--- src/sv/flbt_ram.sv ---
module flbt_ram #(
  parameter int Width = 8,
  parameter int Depth = 16
) (
  input  logic                     clk_i,
  input  logic                     we_i,
  input  logic [$clog2(Depth)-1:0] waddr_i,
  input  logic [Width-1:0]         wdata_i,
  input  logic                     re_i,
  input  logic [$clog2(Depth)-1:0] raddr_i,
  output logic [Width-1:0]         rdata_o
);

  logic [Width-1:0] mem [Depth];
  logic [Width-1:0] rdata_q;

  always_ff @(posedge clk_i) begin
    if (we_i) begin
      mem[waddr_i] <= wdata_i;
    end
    if (re_i) begin
      rdata_q <= mem[raddr_i];
    end
  end

  assign rdata_o = rdata_q;

endmodule
--- config.mk ---
export PLATFORM = sky130hd
export DESIGN_NAME = flbt_ram
export DESIGN_NICKNAME = d
export VERILOG_FILES = /design/src/sv/flbt_ram.sv
export SDC_FILE = /design/constraint.sdc
export NUM_CORES = 1
export LEC_CHECK = 0
export BUFFER_PORTS_ARGS = -buffer_cell sky130_fd_sc_hd__buf_2
export CORE_ASPECT_RATIO = 1.1
export CORE_UTILIZATION = 30
export DETAILED_ROUTE_END_ITERATION = 6
export SKIP_LAST_GASP = 1
export SLEW_MARGIN = 40
export SYNTH_ARGS = -nofsm -noshare
export SYNTH_HDL_FRONTEND = slang
export SYNTH_SLANG_ARGS = --single-unit
--- constraint.sdc ---
create_clock -name clk_i -period 2.2 [get_ports clk_i]
set_input_delay 0.11 -clock clk_i [delete_from_list [all_inputs] [get_ports clk_i]]
set_output_delay 0.11 -clock clk_i [all_outputs]
set_load 0.05 [all_outputs]
==> run_results.csv <==
group,metric,value,unit
global_routing,grt_pass1_vias,2604,
detailed_routing,vias_per_cell,4.62,
global_routing,grt_start_max_net_pins,23,
critical_path,reg2reg_to,"rdata_o[1]$_DFFE_PP_",
floorplanning,dieWidth,128,um
floorplanning,coreArea,0.0170,mm^2
critical_path,cp_data_required_time,2.35,ns
global_routing,grt_pass1_wl,15.7,mm
floorplanning,ios,27,
synth,synth_area,0.00523,mm^2
detailed_routing,drt-initial-drc-count,163,
clocking,path_clk_slew,0.06,ns
synth,synthTopCellsByArea,"edfxtp_1 (78%), mux4_2 (7.8%), mux4_1 (7.0%), a22oi_1 (2.3%), nor2_1 (0.93%)",
cells_and_area,nNetsFinal,305,
cells_and_area,design_area,0.00631,mm^2
floorplanning,die_height,140,um
detailed_routing,wirelength,10.3,mm
synth,synth_cell_types,18,
timing,fin_crit,1.51,ns
clocking,cts_sinks,136,
timing,rsz0062_at_grt,"false",
timing,setup_tns,0,ns
critical_path,worstPathMaxFanout,1,
detailed_routing,ant_nets,0,
timing,clock.fmax,663,MHz
synth,synth_top_cell_area_share,78.1,%
critical_path,critical_path_arrival,1.66,ns
critical_path,worst-r2r-setup-slack,0.69,ns
status,status,"finished clean",
clocking,insertion_delay,0.41,ns
place,portBuffers,26,
clocking,post_cts_resized,0,
detailed_routing,first_pass_iters,4,
floorplanning,row_count,50,
timing,max_slew_margin,60.2,%
synth,syn_nets,248,
cells_and_area,drive_gt1_share,31.1,%
critical_path,timing.rr.start,"mem[5][1]$_DFFE_PP_",
synth,synth_seq_cells,136,
critical_path,reg2regPathDepth,3,
floorplanning,initial_core_util,30.7,%
pwr,peakVddDrop,521,uV
critical_path,crit_path_end_kind,"flip-flop",
timing,finalHoldViolCount,0,
flow_run,max_cap_violations,0,
hold_path,hold_path_end,"rdata_o[4]$_DFFE_PP_",
timing,maxSlewViolCount,0,
critical_path,path_class,"flip-flop to flip-flop",
timing,worstMarginPinSlew,0.594,ns
clocking,clockBufferDepth,2,
floorplanning,design.die.area,0.0180,mm^2
global_routing,grt_antenna_before_repair,0,
timing,period_share,68.5,%
hold_path,worst_hold_path_type,"primary input to flip-flop",
detailed_routing,drc,0,
place,dp_hpwl,6.85,mm
timing,setup_violations,0,
hold_path,min_from,"re_i",
synth,yosysTopAreaCell,"edfxtp_1",
place,gp_congestion,0.686,
clocking,cts_hold_buf,0,
timing,fin_skew,0.00539,ns
synth,yosysWarnings,0,
global_routing,gr-total-overflow,0,
synth,synth_cells,229,
cells_and_area,syn2layout_area_growth,20.7,%
pwr,p_per_area,946,mW/mm^2
hold_path,worstHoldPathCells,1,
critical_path,worstSetupStartpointType,"flip-flop",
clocking,cts_tree,"built",
clocking,post_cts_buffers,0,
clocking,root_buffer,"clkbuf_16",
clocking,cts_max_level,4,
global_routing,grt.total_usage,12.5,%
synth,ys_seq_area_share,78.1,%
cells_and_area,antenna_cells,0,
place,place_area,0.00574,mm^2
synth,synth.avg_cell_area,22.8,um^2
detailed_routing,wl_per_cell,19.3,um
detailed_routing,vias,2464,
clocking,cts_buffers,17,
pwr,leakage,2.11,nW
## cell type report
class	count	area (um^2)
clock buffer	19	433
clock inverter	13	135
fill	1597	10700
multi-input combinational	83	1060
sequential	136	4080
tap	234	293
timing repair buffer	48	308
## state kept, by name (all words and copies together), names as in the netlist
signal / flops
rdata_o: 8
mem: 128
## cell usage in the layout (no fill, tap or decap), types with 2 or more instances in the layout
cell and count:
buf_4 21, a22oi_1 16, nand3b_1 2, nand2b_1 2
mux4_2 18, clkbuf_1 2, clkbuf_16 17, nor3_1 4
mux4_1 14, nand2_1 9, buf_2 26, clkinv_1 4
clkinv_2 6, edfxtp_1 136, nor2_1 13, bufinv_16 3
## how the worst max path moves through the flow
| stage | slack [ns] | cells after the start | endpoint | from |
|---|---|---|---|---|
| 6_report | 0.69 | 3 | rdata_o[1]$_DFFE_PP_ | mem[5][1]$_DFFE_PP_ |
| 5_1_grt | 0.63 | 3 | rdata_o[3]$_DFFE_PP_ | mem[5][3]$_DFFE_PP_ |
| 4_1_cts | 0.68 | 3 | rdata_o[3]$_DFFE_PP_ | mem[2][3]$_DFFE_PP_ |
| 3_5_place_dp | 0.45 | 5 | rdata_o[3]$_DFFE_PP_ | raddr_i[1] |
| 3_3_place_gp | 0.47 | 5 | rdata_o[3]$_DFFE_PP_ | raddr_i[1] |
| 2_1_floorplan | 0.60 | 2 | mem[0][0]$_DFFE_PP_ | waddr_i[2] |
## power breakdown
| part | switching (mW) | internal [mW] |
|---|---|---|
| logic | 0.196 | 0.115 |
| clock network | 0.974 | 1.75 |
| registers | 0.0140 | 2.92 |
| total | 1.18 | 4.79 |
## synthesized netlist by cell type (all sizes together)
cell	number
nor3	4
nand2	9
and2b	1
nand2b	2
buf	7
nand3	1
mux4	32
nor2b	1
clkdlybuf4s25	3
a22oi	16
or3b	1
and2	1
nand3b	2
edfxtp	136
nor2	13
## through the flow
step / utilization (%) / worst slack, ns / total power, mW / cells / hold slack, ns
after detailed placement: 33.7 / 0.453 / 3.30 / 501 / 0.496
after global placement: 33.7 / 0.472 / 3.30 / 501 / 0.495
after CTS: 37.1 / 0.676 / 6.03 / 533 / 0.0575
final: 37.1 / 0.692 / 5.97 / 533 / 0.0717
after floorplan: - / 0.597 / 3.18 / 229 / 0.209
after global routing: 37.1 / 0.632 / 6.15 / 533 / 0.0673
## layer usage
metal | wire length, um | part of all wire, % | global-route usage, %
met1 | 4580 | 45 | 16.5
met2 | 4970 | 48 | 19.0
met3 | 551 | 5.4 | 3.40
met4 | 170 | 1.7 | 6.07
met5 | 0 | 0 | 0
## kinds of logic after synthesis
| kind of cell | count (synthesis) | synth area share, % |
|---|---|---|
| AOI/OAI and AO/OA | 16 | 2.30 |
| buffers and inverters | 10 | 1.65 |
| DFF | 136 | 78.1 |
| muxes | 32 | 14.8 |
| and+or+nand+nor | 35 | 3.14 |
## worst max-delay path: stages (launching register included)
cell and delay, ns:
edfxtp_1 0.35, mux4_1 0.54, a22oi_1 0.26, nand2_1 0.10
(Power assumes the default switching activity.)
